## src/rtl/rllc_pkg.sv

```systemverilog
`timescale 1ns / 1ps

package rllc_pkg;

  localparam int TABLE_DEPTH = 16;
  localparam int VALUE_BITS = 16;

  localparam int ADDR_BITS = (TABLE_DEPTH > 1) ? $clog2(TABLE_DEPTH) : 1;
  localparam int CNT_BITS = $clog2(TABLE_DEPTH + 1);
  localparam int ENTRY_IDX_BITS = 4;
  localparam int ENTRY_COUNT_BITS = 5;
  localparam int REG_BITS = 16;
  localparam int LEVEL_BITS = 2;

  localparam int DVD_BITS = VALUE_BITS + 10;
  localparam int DIV_CNT_BITS = $clog2(DVD_BITS + 1);
  localparam logic [DVD_BITS-1:0] PERMILLE_SCALE = DVD_BITS'(1000);

  localparam int CFG_ADDR_BITS = 5;
  localparam int CFG_DATA_BITS = 32;

  localparam logic FUNC_WRITE = 1'b0;
  localparam logic FUNC_SAMPLE = 1'b1;

  typedef enum logic [2:0] {
    REG_ENTRY_COUNT = 3'd0,
    REG_MIN_CAPACITY = 3'd1,
    REG_WARN_PERMILLE = 3'd2,
    REG_FULL_PERMILLE = 3'd3,
    REG_OVER_PERMILLE = 3'd4
  } reg_idx_t;

  typedef enum logic [LEVEL_BITS-1:0] {
    LEVEL_NORMAL = 2'd0,
    LEVEL_WARNING = 2'd1,
    LEVEL_FULL = 2'd2,
    LEVEL_OVERLOAD = 2'd3
  } level_t;

  typedef struct packed {
    logic [ENTRY_COUNT_BITS-1:0] entry_count;
    logic [REG_BITS-1:0] min_capacity;
    logic [REG_BITS-1:0] warn_permille;
    logic [REG_BITS-1:0] full_permille;
    logic [REG_BITS-1:0] over_permille;
  } cfg_regs_t;

endpackage

```

## src/rtl/rllc_if.sv

```systemverilog
`timescale 1ns / 1ps

interface rllc_in_if;
  import rllc_pkg::*;

  logic valid;
  logic ready;
  logic func;
  logic [ENTRY_IDX_BITS-1:0] entry_index;
  logic [VALUE_BITS-1:0] entry_radius;
  logic [VALUE_BITS-1:0] entry_capacity;
  logic [VALUE_BITS-1:0] trolley_position;
  logic [VALUE_BITS-1:0] load_weight;

  modport source (
    output valid, func, entry_index, entry_radius, entry_capacity,
           trolley_position, load_weight,
    input  ready
  );

  modport sink (
    input  valid, func, entry_index, entry_radius, entry_capacity,
           trolley_position, load_weight,
    output ready
  );
endinterface

interface rllc_out_if;
  import rllc_pkg::*;

  logic valid;
  logic ready;
  logic [LEVEL_BITS-1:0] level;
  logic [VALUE_BITS-1:0] load_permille;
  logic capacity_fault;

  modport source (
    output valid, level, load_permille, capacity_fault,
    input  ready
  );

  modport sink (
    input  valid, level, load_permille, capacity_fault,
    output ready
  );
endinterface

```

## src/rtl/rllc_ram.sv

```systemverilog
`timescale 1ns / 1ps

module rllc_ram #(
  parameter int WIDTH = 32,
  parameter int DEPTH = 16
) (
  input  logic                                        clk,
  input  logic                                        we,
  input  logic [((DEPTH > 1) ? $clog2(DEPTH) : 1)-1:0] waddr,
  input  logic [WIDTH-1:0]                            wdata,
  input  logic [((DEPTH > 1) ? $clog2(DEPTH) : 1)-1:0] raddr,
  output logic [WIDTH-1:0]                            rdata
);

  logic [WIDTH-1:0] mem [DEPTH];

  always_ff @(posedge clk) begin
    if (we) begin
      mem[waddr] <= wdata;
    end
    rdata <= mem[raddr];
  end

endmodule

```

## src/rtl/rllc_cfg.sv

```systemverilog
`timescale 1ns / 1ps

module rllc_cfg (
  input  logic                               clk,
  input  logic                               rst_n,
  input  logic                               psel,
  input  logic                               penable,
  input  logic                               pwrite,
  input  logic [rllc_pkg::CFG_ADDR_BITS-1:0] paddr,
  input  logic [rllc_pkg::CFG_DATA_BITS-1:0] pwdata,
  output logic [rllc_pkg::CFG_DATA_BITS-1:0] prdata,
  output logic                               pready,
  output rllc_pkg::cfg_regs_t                regs
);
  import rllc_pkg::*;

  cfg_regs_t regs_r;
  cfg_regs_t regs_nxt;
  reg_idx_t reg_idx;
  logic wr_en;

  assign pready = 1'b1;
  assign wr_en = psel && penable && pwrite;
  assign reg_idx = reg_idx_t'(paddr[CFG_ADDR_BITS-1:2]);

  always_comb begin
    regs_nxt = regs_r;
    if (wr_en) begin
      case (reg_idx)
        REG_ENTRY_COUNT:   regs_nxt.entry_count = pwdata[ENTRY_COUNT_BITS-1:0];
        REG_MIN_CAPACITY:  regs_nxt.min_capacity = pwdata[REG_BITS-1:0];
        REG_WARN_PERMILLE: regs_nxt.warn_permille = pwdata[REG_BITS-1:0];
        REG_FULL_PERMILLE: regs_nxt.full_permille = pwdata[REG_BITS-1:0];
        REG_OVER_PERMILLE: regs_nxt.over_permille = pwdata[REG_BITS-1:0];
        default: ;
      endcase
    end
  end

  always_comb begin
    case (reg_idx)
      REG_ENTRY_COUNT:   prdata = CFG_DATA_BITS'(regs_r.entry_count);
      REG_MIN_CAPACITY:  prdata = CFG_DATA_BITS'(regs_r.min_capacity);
      REG_WARN_PERMILLE: prdata = CFG_DATA_BITS'(regs_r.warn_permille);
      REG_FULL_PERMILLE: prdata = CFG_DATA_BITS'(regs_r.full_permille);
      REG_OVER_PERMILLE: prdata = CFG_DATA_BITS'(regs_r.over_permille);
      default:           prdata = '0;
    endcase
  end

  always_ff @(posedge clk) begin
    if (!rst_n) begin
      regs_r.entry_count <= '0;
      regs_r.min_capacity <= REG_BITS'(100);
      regs_r.warn_permille <= REG_BITS'(950);
      regs_r.full_permille <= REG_BITS'(1000);
      regs_r.over_permille <= REG_BITS'(1050);
    end else begin
      regs_r <= regs_nxt;
    end
  end

  assign regs = regs_r;

endmodule

```

## src/rtl/rllc_div.sv

```systemverilog
`timescale 1ns / 1ps

module rllc_div (
  input  logic                            clk,
  input  logic                            rst_n,
  input  logic                            start,
  input  logic [rllc_pkg::DVD_BITS-1:0]   dividend,
  input  logic [rllc_pkg::VALUE_BITS-1:0] divisor,
  output logic                            done,
  output logic [rllc_pkg::DVD_BITS-1:0]   quotient
);
  import rllc_pkg::*;

  logic busy_r, busy_nxt;
  logic done_r, done_nxt;
  logic [DIV_CNT_BITS-1:0] cnt_r, cnt_nxt;
  logic [VALUE_BITS-1:0] rem_r, rem_nxt;
  logic [VALUE_BITS-1:0] dsr_r, dsr_nxt;
  logic [DVD_BITS-1:0] dvd_r, dvd_nxt;
  logic [VALUE_BITS:0] rem_sh;
  logic [VALUE_BITS:0] rem_diff;
  logic ge;

  assign rem_sh = {rem_r, dvd_r[DVD_BITS-1]};
  assign ge = rem_sh >= {1'b0, dsr_r};
  assign rem_diff = rem_sh - {1'b0, dsr_r};

  always_comb begin
    busy_nxt = busy_r;
    done_nxt = 1'b0;
    cnt_nxt = cnt_r;
    rem_nxt = rem_r;
    dsr_nxt = dsr_r;
    dvd_nxt = dvd_r;
    if (start) begin
      busy_nxt = 1'b1;
      cnt_nxt = DIV_CNT_BITS'(DVD_BITS);
      rem_nxt = '0;
      dsr_nxt = divisor;
      dvd_nxt = dividend;
    end else if (busy_r) begin
      rem_nxt = ge ? rem_diff[VALUE_BITS-1:0] : rem_sh[VALUE_BITS-1:0];
      dvd_nxt = {dvd_r[DVD_BITS-2:0], ge};
      cnt_nxt = cnt_r - DIV_CNT_BITS'(1);
      if (cnt_r == DIV_CNT_BITS'(1)) begin
        busy_nxt = 1'b0;
        done_nxt = 1'b1;
      end
    end
  end

  always_ff @(posedge clk) begin
    if (!rst_n) begin
      busy_r <= 1'b0;
      done_r <= 1'b0;
      cnt_r <= '0;
    end else begin
      busy_r <= busy_nxt;
      done_r <= done_nxt;
      cnt_r <= cnt_nxt;
    end
  end

  always_ff @(posedge clk) begin
    rem_r <= rem_nxt;
    dsr_r <= dsr_nxt;
    dvd_r <= dvd_nxt;
  end

  assign done = done_r;
  assign quotient = dvd_r;

endmodule

```

## src/rtl/rated_load_limit_classifier.sv

```systemverilog
`timescale 1ns / 1ps

// Rated load limiter. A write word stores one capacity chart entry and is taken with no result.
// A sample word walks the chart from slot 0, with a read state and a check state for each entry
// examined because the chart sits in a RAM with registered read, until it finds
// the first radius at or above the trolley position (or the last entry in use). It then runs
// the load-times-1000 quotient through a restoring divider that produces one quotient bit per
// cycle, and then hands over the quotient. A sample that faults skips the divider. The input is
// not ready while a sample is in progress; one finished result may wait in the output
// register while the next word is accepted.

module rated_load_limit_classifier (
  input  logic                               clk,
  input  logic                               rst_n,
  rllc_in_if.sink                            in_ch,
  rllc_out_if.source                         out_ch,
  input  logic                               psel,
  input  logic                               penable,
  input  logic                               pwrite,
  input  logic [rllc_pkg::CFG_ADDR_BITS-1:0] paddr,
  input  logic [rllc_pkg::CFG_DATA_BITS-1:0] pwdata,
  output logic [rllc_pkg::CFG_DATA_BITS-1:0] prdata,
  output logic                               pready
);
  import rllc_pkg::*;

  typedef enum logic [4:0] {
    ST_IDLE  = 5'b00001,
    ST_READ  = 5'b00010,
    ST_CHECK = 5'b00100,
    ST_DIV   = 5'b01000,
    ST_OUT   = 5'b10000
  } state_t;

  cfg_regs_t cfg;

  state_t state_r, state_nxt;
  logic [ADDR_BITS-1:0] idx_r, idx_nxt;
  logic [CNT_BITS-1:0] n_r, n_nxt;
  logic [VALUE_BITS-1:0] pos_r, pos_nxt;
  logic [VALUE_BITS-1:0] load_r, load_nxt;

  logic [LEVEL_BITS-1:0] res_level_r, res_level_nxt;
  logic [VALUE_BITS-1:0] res_permille_r, res_permille_nxt;
  logic res_fault_r, res_fault_nxt;

  logic out_valid_r, out_valid_nxt;
  logic [LEVEL_BITS-1:0] out_level_r, out_level_nxt;
  logic [VALUE_BITS-1:0] out_permille_r, out_permille_nxt;
  logic out_fault_r, out_fault_nxt;

  logic [CNT_BITS-1:0] n_clamp;
  logic [ADDR_BITS-1:0] last_idx;
  logic ram_we;
  logic [2*VALUE_BITS-1:0] ram_rdata;
  logic [VALUE_BITS-1:0] rd_radius;
  logic [VALUE_BITS-1:0] rd_cap;
  logic div_start;
  logic div_done;
  logic [DVD_BITS-1:0] div_dividend;
  logic [DVD_BITS-1:0] div_quot;
  logic [VALUE_BITS-1:0] ratio;
  logic [LEVEL_BITS-1:0] ratio_level;

  rllc_cfg u_cfg (
    .clk     (clk),
    .rst_n   (rst_n),
    .psel    (psel),
    .penable (penable),
    .pwrite  (pwrite),
    .paddr   (paddr),
    .pwdata  (pwdata),
    .prdata  (prdata),
    .pready  (pready),
    .regs    (cfg)
  );

  rllc_ram #(
    .WIDTH (2 * VALUE_BITS),
    .DEPTH (TABLE_DEPTH)
  ) u_chart (
    .clk   (clk),
    .we    (ram_we),
    .waddr (ADDR_BITS'(in_ch.entry_index)),
    .wdata ({in_ch.entry_radius, in_ch.entry_capacity}),
    .raddr (idx_r),
    .rdata (ram_rdata)
  );

  rllc_div u_div (
    .clk      (clk),
    .rst_n    (rst_n),
    .start    (div_start),
    .dividend (div_dividend),
    .divisor  (rd_cap),
    .done     (div_done),
    .quotient (div_quot)
  );

  assign rd_radius = ram_rdata[2*VALUE_BITS-1:VALUE_BITS];
  assign rd_cap = ram_rdata[VALUE_BITS-1:0];
  assign div_dividend = DVD_BITS'(load_r) * PERMILLE_SCALE;
  assign last_idx = ADDR_BITS'(n_r - CNT_BITS'(1));

  always_comb begin
    if (CNT_BITS'(cfg.entry_count) > CNT_BITS'(TABLE_DEPTH)) begin
      n_clamp = CNT_BITS'(TABLE_DEPTH);
    end else begin
      n_clamp = CNT_BITS'(cfg.entry_count);
    end
  end

  always_comb begin
    if (|div_quot[DVD_BITS-1:VALUE_BITS]) begin
      ratio = '1;
    end else begin
      ratio = div_quot[VALUE_BITS-1:0];
    end
    if (ratio >= cfg.over_permille) begin
      ratio_level = LEVEL_OVERLOAD;
    end else if (ratio >= cfg.full_permille) begin
      ratio_level = LEVEL_FULL;
    end else if (ratio >= cfg.warn_permille) begin
      ratio_level = LEVEL_WARNING;
    end else begin
      ratio_level = LEVEL_NORMAL;
    end
  end

  assign in_ch.ready = (state_r == ST_IDLE);

  always_comb begin
    state_nxt = state_r;
    idx_nxt = idx_r;
    n_nxt = n_r;
    pos_nxt = pos_r;
    load_nxt = load_r;
    res_level_nxt = res_level_r;
    res_permille_nxt = res_permille_r;
    res_fault_nxt = res_fault_r;
    out_valid_nxt = out_valid_r && !out_ch.ready;
    out_level_nxt = out_level_r;
    out_permille_nxt = out_permille_r;
    out_fault_nxt = out_fault_r;
    ram_we = 1'b0;
    div_start = 1'b0;

    case (state_r)
      ST_IDLE: begin
        if (in_ch.valid) begin
          if (in_ch.func == FUNC_WRITE) begin
            ram_we = (32'(in_ch.entry_index) < 32'(TABLE_DEPTH));
          end else begin
            pos_nxt = in_ch.trolley_position;
            load_nxt = in_ch.load_weight;
            n_nxt = n_clamp;
            idx_nxt = '0;
            if (n_clamp == '0) begin
              res_level_nxt = LEVEL_NORMAL;
              res_permille_nxt = '0;
              res_fault_nxt = 1'b1;
              state_nxt = ST_OUT;
            end else begin
              state_nxt = ST_READ;
            end
          end
        end
      end
      ST_READ: begin
        state_nxt = ST_CHECK;
      end
      ST_CHECK: begin
        if ((pos_r <= rd_radius) || (idx_r == last_idx)) begin
          if ((rd_cap == '0) || (rd_cap < cfg.min_capacity)) begin
            res_level_nxt = LEVEL_NORMAL;
            res_permille_nxt = '0;
            res_fault_nxt = 1'b1;
            state_nxt = ST_OUT;
          end else begin
            div_start = 1'b1;
            state_nxt = ST_DIV;
          end
        end else begin
          idx_nxt = idx_r + ADDR_BITS'(1);
          state_nxt = ST_READ;
        end
      end
      ST_DIV: begin
        if (div_done) begin
          res_level_nxt = ratio_level;
          res_permille_nxt = ratio;
          res_fault_nxt = 1'b0;
          state_nxt = ST_OUT;
        end
      end
      ST_OUT: begin
        if (!out_valid_r || out_ch.ready) begin
          out_valid_nxt = 1'b1;
          out_level_nxt = res_level_r;
          out_permille_nxt = res_permille_r;
          out_fault_nxt = res_fault_r;
          state_nxt = ST_IDLE;
        end
      end
      default: begin
        state_nxt = ST_IDLE;
      end
    endcase
  end

  always_ff @(posedge clk) begin
    if (!rst_n) begin
      state_r <= ST_IDLE;
      out_valid_r <= 1'b0;
      idx_r <= '0;
      n_r <= '0;
    end else begin
      state_r <= state_nxt;
      out_valid_r <= out_valid_nxt;
      idx_r <= idx_nxt;
      n_r <= n_nxt;
    end
  end

  always_ff @(posedge clk) begin
    pos_r <= pos_nxt;
    load_r <= load_nxt;
    res_level_r <= res_level_nxt;
    res_permille_r <= res_permille_nxt;
    res_fault_r <= res_fault_nxt;
    out_level_r <= out_level_nxt;
    out_permille_r <= out_permille_nxt;
    out_fault_r <= out_fault_nxt;
  end

  assign out_ch.valid = out_valid_r;
  assign out_ch.level = out_level_r;
  assign out_ch.load_permille = out_permille_r;
  assign out_ch.capacity_fault = out_fault_r;

`ifndef SYNTHESIS
  a_fault_clears_result: assert property (@(posedge clk) disable iff (!rst_n)
    out_ch.valid && out_ch.capacity_fault |->
      (out_ch.level == LEVEL_NORMAL) && (out_ch.load_permille == '0))
    else $error("Faulted result carries a nonzero level or ratio.");

  a_walk_in_range: assert property (@(posedge clk) disable iff (!rst_n)
    (state_r == ST_READ) |-> (n_r != '0) && (CNT_BITS'(idx_r) < n_r))
    else $error("Chart walk index beyond the entries in use.");

  a_div_valid_divisor: assert property (@(posedge clk) disable iff (!rst_n)
    div_start |-> (rd_cap != '0) && (rd_cap >= cfg.min_capacity))
    else $error("Divider started with an invalid rated load.");

  a_div_done_in_div: assert property (@(posedge clk) disable iff (!rst_n)
    div_done |-> (state_r == ST_DIV))
    else $error("Divider finished outside the divide state.");
`endif

endmodule
```

## src/flat_wrapper.sv

```systemverilog
// flat-port wrapper written by rule: the top's interface ports become plain ports
module rated_load_limit_classifier_flat import rllc_pkg::*;
  (clk, rst_n, psel, penable, pwrite, paddr, pwdata, prdata, pready, in_ch_valid, in_ch_func, in_ch_entry_index, in_ch_entry_radius, in_ch_entry_capacity, in_ch_trolley_position, in_ch_load_weight, in_ch_ready, out_ch_valid, out_ch_level, out_ch_load_permille, out_ch_capacity_fault, out_ch_ready);
  rllc_in_if in_ch_i ();
  rllc_out_if out_ch_i ();
  input  logic clk;
  input  logic rst_n;
  input  logic psel;
  input  logic penable;
  input  logic pwrite;
  input  logic [rllc_pkg::CFG_ADDR_BITS-1:0] paddr;
  input  logic [rllc_pkg::CFG_DATA_BITS-1:0] pwdata;
  output logic [rllc_pkg::CFG_DATA_BITS-1:0] prdata;
  output logic pready;
  input wire logic [$bits(in_ch_i.valid)-1:0] in_ch_valid;
  input wire logic [$bits(in_ch_i.func)-1:0] in_ch_func;
  input wire logic [$bits(in_ch_i.entry_index)-1:0] in_ch_entry_index;
  input wire logic [$bits(in_ch_i.entry_radius)-1:0] in_ch_entry_radius;
  input wire logic [$bits(in_ch_i.entry_capacity)-1:0] in_ch_entry_capacity;
  input wire logic [$bits(in_ch_i.trolley_position)-1:0] in_ch_trolley_position;
  input wire logic [$bits(in_ch_i.load_weight)-1:0] in_ch_load_weight;
  output wire logic [$bits(in_ch_i.ready)-1:0] in_ch_ready;
  output wire logic [$bits(out_ch_i.valid)-1:0] out_ch_valid;
  output wire logic [$bits(out_ch_i.level)-1:0] out_ch_level;
  output wire logic [$bits(out_ch_i.load_permille)-1:0] out_ch_load_permille;
  output wire logic [$bits(out_ch_i.capacity_fault)-1:0] out_ch_capacity_fault;
  input wire logic [$bits(out_ch_i.ready)-1:0] out_ch_ready;
  assign in_ch_i.valid = in_ch_valid;
  assign in_ch_i.func = in_ch_func;
  assign in_ch_i.entry_index = in_ch_entry_index;
  assign in_ch_i.entry_radius = in_ch_entry_radius;
  assign in_ch_i.entry_capacity = in_ch_entry_capacity;
  assign in_ch_i.trolley_position = in_ch_trolley_position;
  assign in_ch_i.load_weight = in_ch_load_weight;
  assign in_ch_ready = in_ch_i.ready;
  assign out_ch_valid = out_ch_i.valid;
  assign out_ch_level = out_ch_i.level;
  assign out_ch_load_permille = out_ch_i.load_permille;
  assign out_ch_capacity_fault = out_ch_i.capacity_fault;
  assign out_ch_i.ready = out_ch_ready;
  rated_load_limit_classifier u_core (.clk(clk), .rst_n(rst_n), .in_ch(in_ch_i), .out_ch(out_ch_i), .psel(psel), .penable(penable), .pwrite(pwrite), .paddr(paddr), .pwdata(pwdata), .prdata(prdata), .pready(pready));
endmodule
```

## config.mk

```make
export PLATFORM = sky130hd
export DESIGN_NAME = rated_load_limit_classifier_flat
export DESIGN_NICKNAME = d
export VERILOG_FILES = /design/src/rtl/rllc_pkg.sv /design/src/rtl/rllc_if.sv /design/src/rtl/rllc_ram.sv /design/src/rtl/rllc_cfg.sv /design/src/rtl/rllc_div.sv /design/src/rtl/rated_load_limit_classifier.sv /design/src/flat_wrapper.sv
export SDC_FILE = /design/constraint.sdc
export NUM_CORES = 1
export LEC_CHECK = 0
export BUFFER_PORTS_ARGS = -buffer_cell sky130_fd_sc_hd__buf_2
export CORE_UTILIZATION = 30
export DETAILED_ROUTE_END_ITERATION = 16
export PLACE_DENSITY = 0.48
export SLEW_MARGIN = 20
export SYNTH_ARGS = -nofsm -noshare
export SYNTH_HDL_FRONTEND = slang
export SYNTH_SLANG_ARGS = --single-unit
```

## constraint.sdc

```tcl
create_clock -name clk -period 7.5 [get_ports clk]
set_input_delay 0.75 -clock clk [delete_from_list [all_inputs] [get_ports clk]]
set_output_delay 0.75 -clock clk [all_outputs]
set_load 0.05 [all_outputs]
```

==> results summary, run 1 <==
Yosys attributes the largest share of cell area to edfxtp_1 (55%), mux4_2 (11%), dfxtp_1 (8.3%). For this design the ratio of total power to cell area is 250 nW/um^2. The post-CTS repair timing setup buffer count is 0. The first-pass GRT wire length came out at 124000 microns. The HPWL after detailed placement is about 51000 microns. The number of antenna violations at the first check in global routing came out at 14. The utilization after layout is 35.0%.

The number of hold violations in the final report came out at 0. Across the routed clock network, the largest skew measured is roughly 0.033 ns. The area of all placed cells without fillers came out at 39500 sq um. In this run the core area contains 123 standard-cell rows. The global-route usage over all layers came out at 14.3%. The number of fillers in the final layout came out at 10800. The post-detailed-route wirelength per cell is 20.9 microns. After the first detailed-routing iteration, the DRC count stood at 1268.

The number of buffers on the longest clock path is 3. The die is 340 microns tall. Leaving out fill and tap cells, the most frequent cells in the layout are edfxtp_1 (621), inv_1 (186), mux4_2 (160), ha_1 (152), nand2_1 (149). The clock-pin slew on the worst setup and hold paths came out at 0.06 ns. Data on the critical path arrives at its endpoint at between 5 and 6 ns.

The startpoint identified for the worst hold timing path is in_ch_trolley_position[14]. After synthesis, the share of flip-flops with an asynchronous set or reset is 0%. The number of buffer cells added on primary ports is 131.

Summing all placed instances gives a cell area of between 30000 and 40000 sq um. Data on the critical path is required at its endpoint by 7.86 ns. TritonCTS built the clock tree.

Counting I/O delays and the setup requirement, the final critical path takes approximately 5.0 ns. For this block, the via count after detailed routing is approximately 19000. The highest net fanout along the worst path is 5. In the routed layout, each cell is associated on average with a via count of 4.82. The total overflow reported by the global router is 0. The critical path is of the reg -> reg type. The flow ran to the end, and the final reports show no timing, DRC or antenna violations.

The final total power is 9870 uW. The endpoint identified for the worst register-to-register timing path is u_core.u_div.quotient[23]$_DFFE_PP_. edfxtp_1 takes more of the synthesized area than any other cell. Entering global routing, the biggest net connects 93 pins. The dominant synthesized flop cell is edfxtp_1. The root buffer cell chosen for the clock tree is clkbuf_16. The total setup violations reported at the end of the flow came out at 0. For this run, the number of Yosys warnings is 0. The synthesized design contains 621 enable-type register cells. Setup repair after global routing left no endpoint under its margin.

The H-tree level count is 3. The worst hold path terminates at u_core.pos_r[14]$_DFFE_PP_. The worst setup path is launched from a register.

The combined area of all synthesized cells is 34200 sq um. The worst path uses 67.2% of the clock period. The clock buffer count from CTS is 84. The final-stage net count came out at 2704.

Routability-driven placement finished with a final weighted congestion of 0.844. The hold path depth came out at 1. The proportion of synthesized chip area in sequential cells is 62.8%. The achievable frequency came out at 198 MHz. The residual DRC count came out at 0. The starting density of the core is 30.3%. The number of max-slew violations in the final report came to 0.

In this run the tightest slew margin relative to its limit is 28.2%. The number of cells in the finished layout apart from fillers is 3957. about 170 I/O pins were placed.

The transition time of the tightest slew-check pin came out at roughly 1.1 ns. The leakage power is 0.0136 uW. The via count of the first global-routing pass came out at ~20000. The placed cell count is 3798. The synthesized area per cell is 15.3 sq um. The total negative setup slack came out at 0 ns. The count of cells resized by post-cts repair came out at 0. The path class of the tightest hold or removal check is in -> reg. The maximum VDD drop came out at between 150 and 200 uV. The clock latency reported for the late side of the worst-skew pair is between 0.6 and 0.7 ns. The ratio of cells with drive above 1 in the final layout is roughly a fifth. The count of antenna-violating nets left after detailed routing came out at 0. The register bit total from synthesis is 762. In this run the standard cell core region covers 113000 sq um. The number of sinks handled by clock tree synthesis is 762. The die is 340 microns wide. The instance count of the mapped netlist is roughly 2200. The worst register-to-register path begins at u_core.load_r[9]$_DFFE_PP_. Of the post-synthesis cell area, the dominant cell type holds between 50% and 60%.

The most common library cell in the layout ignoring fill and taps is edfxtp_1. From synthesis to final layout, the design area changed by 15.5%. The post-synthesis cell type count came out at 87. The total length of routed wires came out at 82900 microns. The register-to-register setup slack is 2.46 ns. Hold repair after CTS inserted 0 buffers. The worst reg-to-reg path cell count is 17.

Before antenna repair, the detailed router went through 5 iterations. The worst setup path is captured at a register. The max capacitance violation total came out at 0. The die covers 115000 sq um.
-- cell usage after synthesis (all sizes together) (44+ instances only) --
master	instances
edfxtp	621
inv	187
mux4	160
ha	152
nand2	149
dfxtp	141
a21oi	71
nor2	68
o21ai	65
a21boi	59
fa	55
clkbuf	54
buf	52
nand3	44
-- layout make-up --
class | count | area (sq um) | area share, %
antenna | 4 | 10.0 | 0.0253
clock buffer | 109 | 2310 | 5.84
clock inverter | 46 | 568 | 1.44
inverter | 187 | 702 | 1.78
multi-input combinational | 1191 | 11700 | 29.6
sequential | 762 | 21500 | 54.4
tap | 1500 | 1880 | 4.75
timing repair buffer | 158 | 878 | 2.22
-- worst max-delay path: stages, from the launching register on --
cell and delay [ns]:
edfxtp_1 0.43, inv_1 0.27, fa_1 0.48, fa_1 0.51
inv_1 0.05, fa_1 0.50, inv_1 0.05, fa_1 0.53
inv_1 0.04, ha_1 0.35, a21oi_1 0.15, o21ai_0 0.12
or3_1 0.31, nor3_1 0.36, o31ai_1 0.17, a21oi_1 0.19
xor2_1 0.17, mux2i_1 0.09
-- layer usage --
| layer | vias up | wire length, microns | track usage (%) | share of wire (%) |
|---|---|---|---|---|
| met5 | - | 110 | 0 | 0.13 |
| met4 | 18 | 2080 | 4.30 | 2.5 |
| met3 | 147 | 3600 | 2.65 | 4.3 |
| met2 | 415 | 39500 | 23.4 | 48 |
| met1 | 9785 | 37600 | 19.4 | 45 |
| li1 | 8705 | - | - | - |
-- sequential cells by signal, indices dropped and copies added, names as in the netlist, 26 cells and up --
| name | cells |
|---|---|
| u_core.u_chart.rdata | 32 |
| u_core.u_cfg.regs | 69 |
| u_core.u_chart.mem | 512 |
| u_core.u_div.quotient | 26 |
-- how the worst max path moves through the flow --
stage | from | end | slack, ns | cells past startpoint
CTS | u_core.load_r[9]$_DFFE_PP_ | u_core.u_div.quotient[23]$_DFFE_PP_ | 2.42 | 17
floorplan | u_core.load_r[10]$_DFFE_PP_ | u_core.u_div.quotient[23]$_DFFE_PP_ | 2.95 | 17
global placement | u_core.load_r[10]$_DFFE_PP_ | u_core.u_div.quotient[25]$_DFFE_PP_ | 2.48 | 17
finish | u_core.load_r[9]$_DFFE_PP_ | u_core.u_div.quotient[23]$_DFFE_PP_ | 2.46 | 17
global route | u_core.load_r[10]$_DFFE_PP_ | u_core.u_div.quotient[23]$_DFFE_PP_ | 2.04 | 17
detailed placement | u_core.load_r[11]$_DFFE_PP_ | u_core.u_div.quotient[23]$_DFFE_PP_ | 2.45 | 17
-- report_power, final --
group,internal [uW],switching (uW)
logic,395,603
clock network,2510,1740
registers,4600,15.2
-- cell families (layout without fill, tap and decap cells) --
kind of cell             after synthesis  count (layout)  share of synthesized area [%]
AO/OA/AOI/OAI                        334             334                           6.61
other                                  2              21                         0.0220
AND/OR/NAND/NOR                      404             404                           5.75
adder cells (fa/ha/maj)              207             207                           8.78
flip-flops                           762             762                           62.8
multiplexers                         188             188                           11.4
buffers and inverters                295             500                           3.65
XOR/XNOR                              41              41                           1.05
-- per-stage QoR --
step	setup WS (ns)	hold WS [ns]
4_1_cts	2.42	0.226
3_5_place_dp	2.45	0.405
6_report	2.46	0.276
2_1_floorplan	2.95	0.400
3_3_place_gp	2.48	0.406
5_1_grt	2.04	0.242
No activity file was read; power rests on OpenSTA's default activity.
==> inputs of run 2 (changes only) <==
- clock period: 7.5 -> 5.05 ns (I/O delays scaled with it)
==> run 2 against run 1 <==
- clock-buffer cell count grew 3
- fmax grew 6.0%
- global-route usage grew 0.36 points
- critical endpoint is now u_core.u_div.quotient[24]$_DFFE_PP_
- largest power group unchanged
- highest routed layer unchanged
==> results summary, run 2 (synthesized netlist as in run 1, its figures left out) <==
Status: complete, no violations (unchanged). The end of the worst register-to-register path is u_core.u_div.quotient[24]$_DFFE_PP_ (was u_core.u_div.quotient[23]$_DFFE_PP_). The starting density of the core came to 30.3% (unchanged).

The number of cells in the finished layout apart from fillers came out at 3993 (was 3957). The post-detailed-route wirelength per cell is 21.1 microns (was 20.9 microns). The H-tree level count is 3 (unchanged). The count of antenna-violating nets left after detailed routing came out at 0 (unchanged).

The number of buffer cells added on primary ports is 131 (unchanged). The number of antenna violations at the first check in global routing came out at 17 (was 14). The initial detailed-routing violation count came out at 1245 (was 1268). The slack of the critical path came out at 0.292 ns (was 2.46 ns). The final clock period utilization by the worst path came out at 94.2% (was 67.2%). The achievable frequency came out at 210 MHz (was 198 MHz).

The first-pass GRT wire length is 127000 microns (was 124000 microns). Most frequent cells in the layout: edfxtp_1 (621), inv_1 (182), mux4_2 (160), ha_1 (151), nand2_1 (149) (was edfxtp_1 (621), inv_1 (186), mux4_2 (160), ha_1 (152), nand2_1 (149)). The utilization after layout was 35.3% (was 35.0%).

The number of gates on the worst path with buffers counted came out at 15 (was 17). The delay of the slowest critical-path stage is 0.57 ns (was 0.53 ns). The vertical die dimension came out at 340 microns (unchanged). The power density over the cells is 366 nW/um^2 (was 250 nW/um^2). The global-route usage over all layers came out at 14.7% (was 14.3%). The worst slack after detailed placement came out at 0.107 ns (was 2.45 ns). Unrepaired setup endpoints after global routing: no (unchanged). The maximum VDD drop is 243 uV (was 174 uV). The via count of the first global-routing pass is 20100 (was 20000). The fraction of met2 tracks used by global routing is 24.2% (was 23.4%).

The overall die area was 115000 sq um (unchanged). Chain of cells forming the critical path: fa_1 -> fa_1 -> inv_1 -> fa_1 -> fa_1 -> inv_1 -> ha_1 -> o21a_1 -> a21oi_1 -> a21oi_1 -> a311o_1 -> a41oi_2 -> a21oi_1 -> xnor2_1 -> o21ai_1 (was inv_1 -> fa_1 -> fa_1 -> inv_1 -> fa_1 -> inv_1 -> fa_1 -> inv_1 -> ha_1 -> a21oi_1 -> o21ai_0 -> or3_1 -> nor3_1 -> o31ai_1 -> a21oi_1 -> xor2_1 -> mux2i_1). The average via count per standard cell was 4.82 (about the same). The total setup violations reported at the end of the flow came out at 0 (unchanged). The number of sinks handled by clock tree synthesis came out at 762 (unchanged). The kind of start point of the critical path is a register (unchanged). The post-route clock skew is 0.0503 ns (was 0.0329 ns).

The transition time of the tightest slew-check pin is 1.02 ns (was 1.08 ns). The max capacitance violation total came to 0 (unchanged). The busiest metal layer after global routing is met2 (unchanged). The clock buffer count from CTS came out at 86 (was 84). The slowest library cell on the worst path is fa_1 (unchanged).

The register with the most flip-flops was u_core.u_chart.mem (unchanged). The total negative setup slack is 0 ns (unchanged). The kind of critical path is reg -> reg (unchanged). The worst reg-to-reg path cell count is 15 (was 17). The launching instance or port of the critical path is u_core.load_r[0]$_DFFE_PP_ (was u_core.load_r[9]$_DFFE_PP_). The kind of cell adding the most delay to the critical path was adder cells (unchanged). The total length of routed wires was 84400 microns (was 82900 microns). The origin of the critical flop-to-flop path is u_core.load_r[0]$_DFFE_PP_ (was u_core.load_r[9]$_DFFE_PP_).

The highest net fanout along the worst path is 5 (unchanged). The sum of buffers and inverters on the critical path came out at 2 (was 4). The number of fillers in the final layout is 10800 (about the same). The total overflow reported by the global router came out at 0 (unchanged). The layout-stage area growth over the synthesis result is 16.3% (was 15.5%). The global routing usage on met3 came out at 3.00% (was 2.65%). The placer congestion estimate came out at 0.845 (was 0.844). The top-level I/O count is 167 (unchanged). The worst slew slack as a fraction of its limit came to 31.7% (was 28.2%). The final-stage net count came out at 2739 (was 2704). The number of search-and-repair iterations in the first detailed-routing pass is 5 (unchanged).

The maximum number of pins on one net before global-route repair came to 88 (was 93). The number of max-slew violations in the final report came out at 0 (unchanged). The residual DRC count came to 0 (unchanged). The horizontal die dimension was 340 microns (unchanged). The placed cell count is 3814 (was 3798). The met1 usage in global routing was 19.8% (was 19.4%). The arrival time at the worst endpoint came to 5.14 ns (was 5.40 ns). The CTS tree is yes (unchanged). The worst hold-check path type was in -> reg (unchanged). Among the stages of the critical path, the cell type that occurs most often is fa_1. The critical path endpoint category is a register (unchanged). The clock root buffer master is clkbuf_16 (unchanged). The number of buffers on the longest clock path came out at 3 (unchanged). The required time at the worst-slack endpoint came out at 5.43 ns (was 7.86 ns). The ratio of cells with drive above 1 in the final layout came out at 21.7% (was 21.1%). The number of flip-flops under the largest register name came out at 512 (unchanged). The register-to-register setup slack is 0.29 ns (was 2.46 ns). The number of hold violations in the final report came out at 0 (unchanged). The clock-pin slew on the worst setup and hold paths is 0.06 ns (about the same). The detailed-placement wirelength estimate came out at 52900 microns (was 50900 microns). The clock latency reported for the late side of the worst-skew pair is 0.68 ns (was 0.65 ns). The last element of the critical path is u_core.u_div.quotient[24]$_DFFE_PP_ (was u_core.u_div.quotient[23]$_DFFE_PP_).

The standard cell core area came to 113000 sq um (unchanged). The time the worst path needs with I/O delays and setup came out at 4.76 ns (was 5.04 ns). The number of placement rows is 123 (unchanged). The post-CTS repair timing setup buffer count came out at 0 (unchanged).

The total number of vias is 19300 (was 19100). The final total power came out at 14600 uW (was 9870 uW). The most common library cell in the layout ignoring fill and taps is edfxtp_1 (unchanged).

The leakage power came out at 0.0137 uW (was 0.0136 uW).
run 2: changes by cell type in the layout (fill, tap and decap cells not counted), moves of 3 or more:
cell / previous run / this run
bufinv_16: 9 / 4
inv_1: 186 / 182
buf_4: 25 / 37
dlygate4sd3_1: 0 / 17
clkbuf_1: 16 / 19
inv_2: 1 / 5
buf_12: 1 / 5
run 2: area by class of cell:
cell class / count / area (sq um) / area share (%)
Clock inverter: 46 / 469 / 1.18
Clock buffer: 112 / 2330 / 5.86
Tap cell: 1500 / 1880 / 4.72
Antenna cell: 4 / 10.0 / 0.0252
Multi-Input combinational cell: 1191 / 11700 / 29.4
Sequential cell: 762 / 21500 / 54.0
Timing Repair Buffer: 191 / 1220 / 3.06
Inverter: 187 / 702 / 1.76
run 2: timing repair:
item / 4_1_cts / 5_1_grt
endpoints found under the setup margin: 0 / 4
gates resized for setup: 0 / 8
hold buffers: 17 / 0
hold endpoints to repair: 17 / 0
run 2: where the power goes:
group	switching, uW	internal [uW]
logic	931	640
registers	23.2	6830
clock network	2640	3510
run 2: per-layer routing:
metal | share of wire [%] | vias up
met5 | 0.19 | -
met1 | 45 | 9888
li1 | - | 8785
met2 | 48 | 417
met3 | 4.9 | 142
met4 | 2.1 | 22
run 2: how the worst min path moves through the flow:
stage	start	end	slack (ns)	cells after the start
6_report	in_ch_load_weight[9]	u_core.load_r[9]$_DFFE_PP_	0.05	1
3_5_place_dp	u_core.res_permille_r[3]$_SDFFCE_PP0P_	u_core.out_ch.load_permille[3]$_DFFE_PP_	0.41	0
3_3_place_gp	u_core.res_permille_r[8]$_SDFFCE_PP0P_	u_core.out_ch.load_permille[8]$_DFFE_PP_	0.41	0
2_1_floorplan	u_core.res_fault_r$_DFFE_PP_	u_core.out_ch.capacity_fault$_DFFE_PP_	0.40	0
4_1_cts	in_ch_load_weight[9]	u_core.load_r[9]$_DFFE_PP_	0.002	1
5_1_grt	in_ch_load_weight[10]	u_core.load_r[10]$_DFFE_PP_	0.01	1
run 2: through the flow:
| stage | area, sq um | hold slack (ns) |
|---|---|---|
| 5_1_grt | 39800 | 0.0110 |
| 3_3_place_gp | 36800 | 0.406 |
| 2_1_floorplan | 34300 | 0.400 |
| 6_report | 39800 | 0.0486 |
| 4_1_cts | 39700 | 0.00247 |
| 3_5_place_dp | 36800 | 0.407 |
==> inputs of run 3 (changes only) <==
- CORE_MARGIN: unset -> 1
- CTS_BUF_LIST: unset -> sky130_fd_sc_hd__clkbuf_4 sky130_fd_sc_hd__clkbuf_8 sky130_fd_sc_hd__clkbuf_16
==> run 3 against run 2 <==
- hold slack improved by 0.0013 ns
- fmax barely moved
- clock skew decreased by 0.0016 ns
- largest cell class unchanged
- combinational power about the same
- critical endpoint is now u_core.u_div.quotient[25]$_DFFE_PP_
- first-iteration DRC count grew 5.3%
- highest routed layer unchanged
- critical path depth up 1
- final cell count about the same
==> results summary, run 3 (synthesized netlist as in run 1, its figures left out) <==
The transition time of the tightest slew-check pin came to 1.02 ns (about the same). The number of placement rows came out at 123 (unchanged). The most prevalent standard cell on the critical path is fa_1 (unchanged). The final clock period utilization by the worst path is 94.2% (about the same).

The layout-stage area growth over the synthesis result came out at 16.5% (was 16.3%). Most frequent cells in the layout: edfxtp_1 (621), inv_1 (182), mux4_2 (160), ha_1 (151), nand2_1 (149) (unchanged). The worst slack after detailed placement is 0.107 ns (unchanged). The worst slew slack as a fraction of its limit came out at 32.0% (was 31.7%). The number of antenna violations at the first check in global routing came out at 17 (unchanged). The number of max-slew violations in the final report came out at 0 (unchanged). The number of sinks handled by clock tree synthesis came out at 762 (unchanged). The overall die area is 115000 sq um (unchanged). The achievable frequency is 210 MHz (about the same).

The post-detailed-route wirelength per cell is 21.2 microns (was 21.1 microns). The via count of the first global-routing pass came out at 20100 (about the same). The average via count per standard cell came out at 4.82 (about the same). The clock root buffer master is clkbuf_16 (unchanged). The maximum number of pins on one net before global-route repair came out at 88 (unchanged). The most common library cell in the layout ignoring fill and taps was edfxtp_1 (unchanged). The power density over the cells is 368 nW/um^2 (was 366 nW/um^2). The worst hold-check path type is in -> reg (unchanged). The time the worst path needs with I/O delays and setup is 4.76 ns (about the same). The total overflow reported by the global router came out at 0 (unchanged).

The number of search-and-repair iterations in the first detailed-routing pass is 4 (was 5). The count of antenna-violating nets left after detailed routing came out at 0 (unchanged). The horizontal die dimension is 340 microns (unchanged).

The ratio of cells with drive above 1 in the final layout came to 22.5% (was 21.7%). Chain of cells forming the critical path: inv_1 -> fa_1 -> fa_1 -> fa_1 -> fa_1 -> inv_1 -> ha_1 -> a21oi_1 -> o21a_1 -> nor2b_1 -> nor3_2 -> buf_4 -> o311ai_1 -> a21oi_1 -> xnor2_1 -> o21ai_1 (was fa_1 -> fa_1 -> inv_1 -> fa_1 -> fa_1 -> inv_1 -> ha_1 -> o21a_1 -> a21oi_1 -> a21oi_1 -> a311o_1 -> a41oi_2 -> a21oi_1 -> xnor2_1 -> o21ai_1). The total length of routed wires is 84500 microns (was 84400 microns).

The CTS tree is yes (unchanged). The number of hold violations in the final report came out at 0 (unchanged). The vertical die dimension was 340 microns (unchanged).

The post-CTS repair timing setup buffer count was 0 (unchanged). The total cell area at the placement stage is 36800 sq um (unchanged). The maximum VDD drop came out at 248 uV (was 243 uV).

The number of fillers in the final layout came to 10800 (about the same). The global-route usage over all layers is 14.7% (about the same). The delay of the slowest critical-path stage is 0.54 ns (was 0.57 ns). The leakage power is 0.0138 uW (was 0.0137 uW). The register with the most flip-flops is u_core.u_chart.mem (unchanged).

The clock latency reported for the late side of the worst-skew pair is 0.68 ns (about the same). The area of the multi-input gates is 11700 sq um (unchanged). The placer congestion estimate is 0.845 (unchanged). Status: complete, no violations (unchanged).

The number of buffers on the longest clock path came to 3 (unchanged). The post-route clock skew is 0.0487 ns (was 0.0503 ns). The total number of vias is 19200 (was 19300).

The clock buffer count from CTS was 86 (unchanged). The final-stage net count is 2739 (unchanged). The detailed-placement wirelength estimate came to 52900 microns (unchanged).

The critical path endpoint category is a register (unchanged). The residual DRC count was 0 (unchanged). The slack of the critical path is 0.292 ns (about the same). The arrival time at the worst endpoint is 5.14 ns (about the same). The register cell area after layout is 21500 sq um (unchanged). The starting density of the core came out at 30.3% (unchanged).

The top-level I/O count is 167 (unchanged). The initial detailed-routing violation count is 1311 (was 1245). The total negative setup slack came out at 0 ns (unchanged).

The number of buffer cells added on primary ports was 131 (unchanged). The highest net fanout along the worst path is 5 (unchanged). The max capacitance violation total came out at 0 (unchanged). The clock-pin slew on the worst setup and hold paths came out at 0.06 ns (about the same). Unrepaired setup endpoints after global routing: no (unchanged).

The standard cell core area is 113000 sq um (unchanged). The area of all placed cells without fillers is 39900 sq um (was 39800 sq um). The kind of critical path is reg -> reg (unchanged). The number of flip-flops under the largest register name came out at 512 (unchanged). The required time at the worst-slack endpoint was 5.43 ns (about the same).

The slowest library cell on the worst path is fa_1 (unchanged). The first-pass GRT wire length was 127000 microns (about the same). The H-tree level count is 3 (unchanged). The sum of buffers and inverters on the critical path is 3 (was 2). The kind of cell adding the most delay to the critical path is adder cells (unchanged). The total setup violations reported at the end of the flow was 0 (unchanged). The kind of start point of the critical path was a register (unchanged).
run 3: area by class of cell:
| class | instances | area share (%) |
|---|---|---|
| Tap cell | 1500 | 4.71 |
| Inverter | 187 | 1.76 |
| Antenna cell | 3 | 0.0188 |
| Multi-Input combinational cell | 1191 | 29.4 |
| Clock buffer | 112 | 6.03 |
| Clock inverter | 46 | 1.18 |
| Timing Repair Buffer | 191 | 3.06 |
| Sequential cell | 762 | 53.9 |
run 3: worst paths after layout:
check | to | depth (start not counted) | from | slack, ns
setup / recovery | u_core.u_div.quotient[25]$_DFFE_PP_ | 16 | u_core.load_r[5]$_DFFE_PP_ | 0.29
hold / removal | u_core.load_r[9]$_DFFE_PP_ | 1 | in_ch_load_weight[9] | 0.05
setup reg to reg | u_core.u_div.quotient[25]$_DFFE_PP_ | 16 | u_core.load_r[5]$_DFFE_PP_ | 0.29
hold reg to reg | u_core.out_ch.load_permille[6]$_DFFE_PP_ | 0 | u_core.res_permille_r[6]$_SDFFCE_PP0P_ | 0.42
run 3: stage by stage:
step | total power, uW | utilization, % | hold WS [ns] | cells
after floorplan | 8090 | - | 0.400 | 2248
after global placement | 8520 | 32.6 | 0.406 | 3813
after detailed placement | 8540 | 32.6 | 0.407 | 3814
after CTS | 14900 | 35.3 | 0.00241 | 3989
after global routing | 15300 | 35.3 | 0.00994 | 3989
final | 14700 | 35.3 | 0.0499 | 3992
run 3: what timing repair did:
action / 4_1_cts / 5_1_grt
endpoints found under the hold margin: 17 / 0
endpoints found under the setup margin: 0 / 4
hold buffers: 17 / 0
gates resized for setup: 0 / 8
run 3: worst reg2reg max path: cells and delay by family, from the launching register on:
kind	cells	cell delay, ns
flops	1	0.42
fa+ha+maj	5	2.35
compound gates	5	0.80
xor+xnor	1	0.17
simple gates	2	0.30
buf+inv	3	0.45
run 3: power by group:
group / leakage, uW / total, uW / switching, uW / internal [uW]
registers: 0.00677 / 6860 / 23.2 / 6830
clock network: 0.00144 / 6250 / 2640 / 3610
logic: 0.00557 / 1570 / 932 / 640
total: 0.0138 / 14700 / 3590 / 11100
run 3: metal layers:
layer  up-vias  global-route usage [%]  part of all wire [%]
li1       8784                       -                     -
met3       138                    3.07                   4.8
met5         -                       0                  0.19
met2       410                    24.2                    48
met4        22                    3.47                   2.0
met1      9887                    19.8                    45
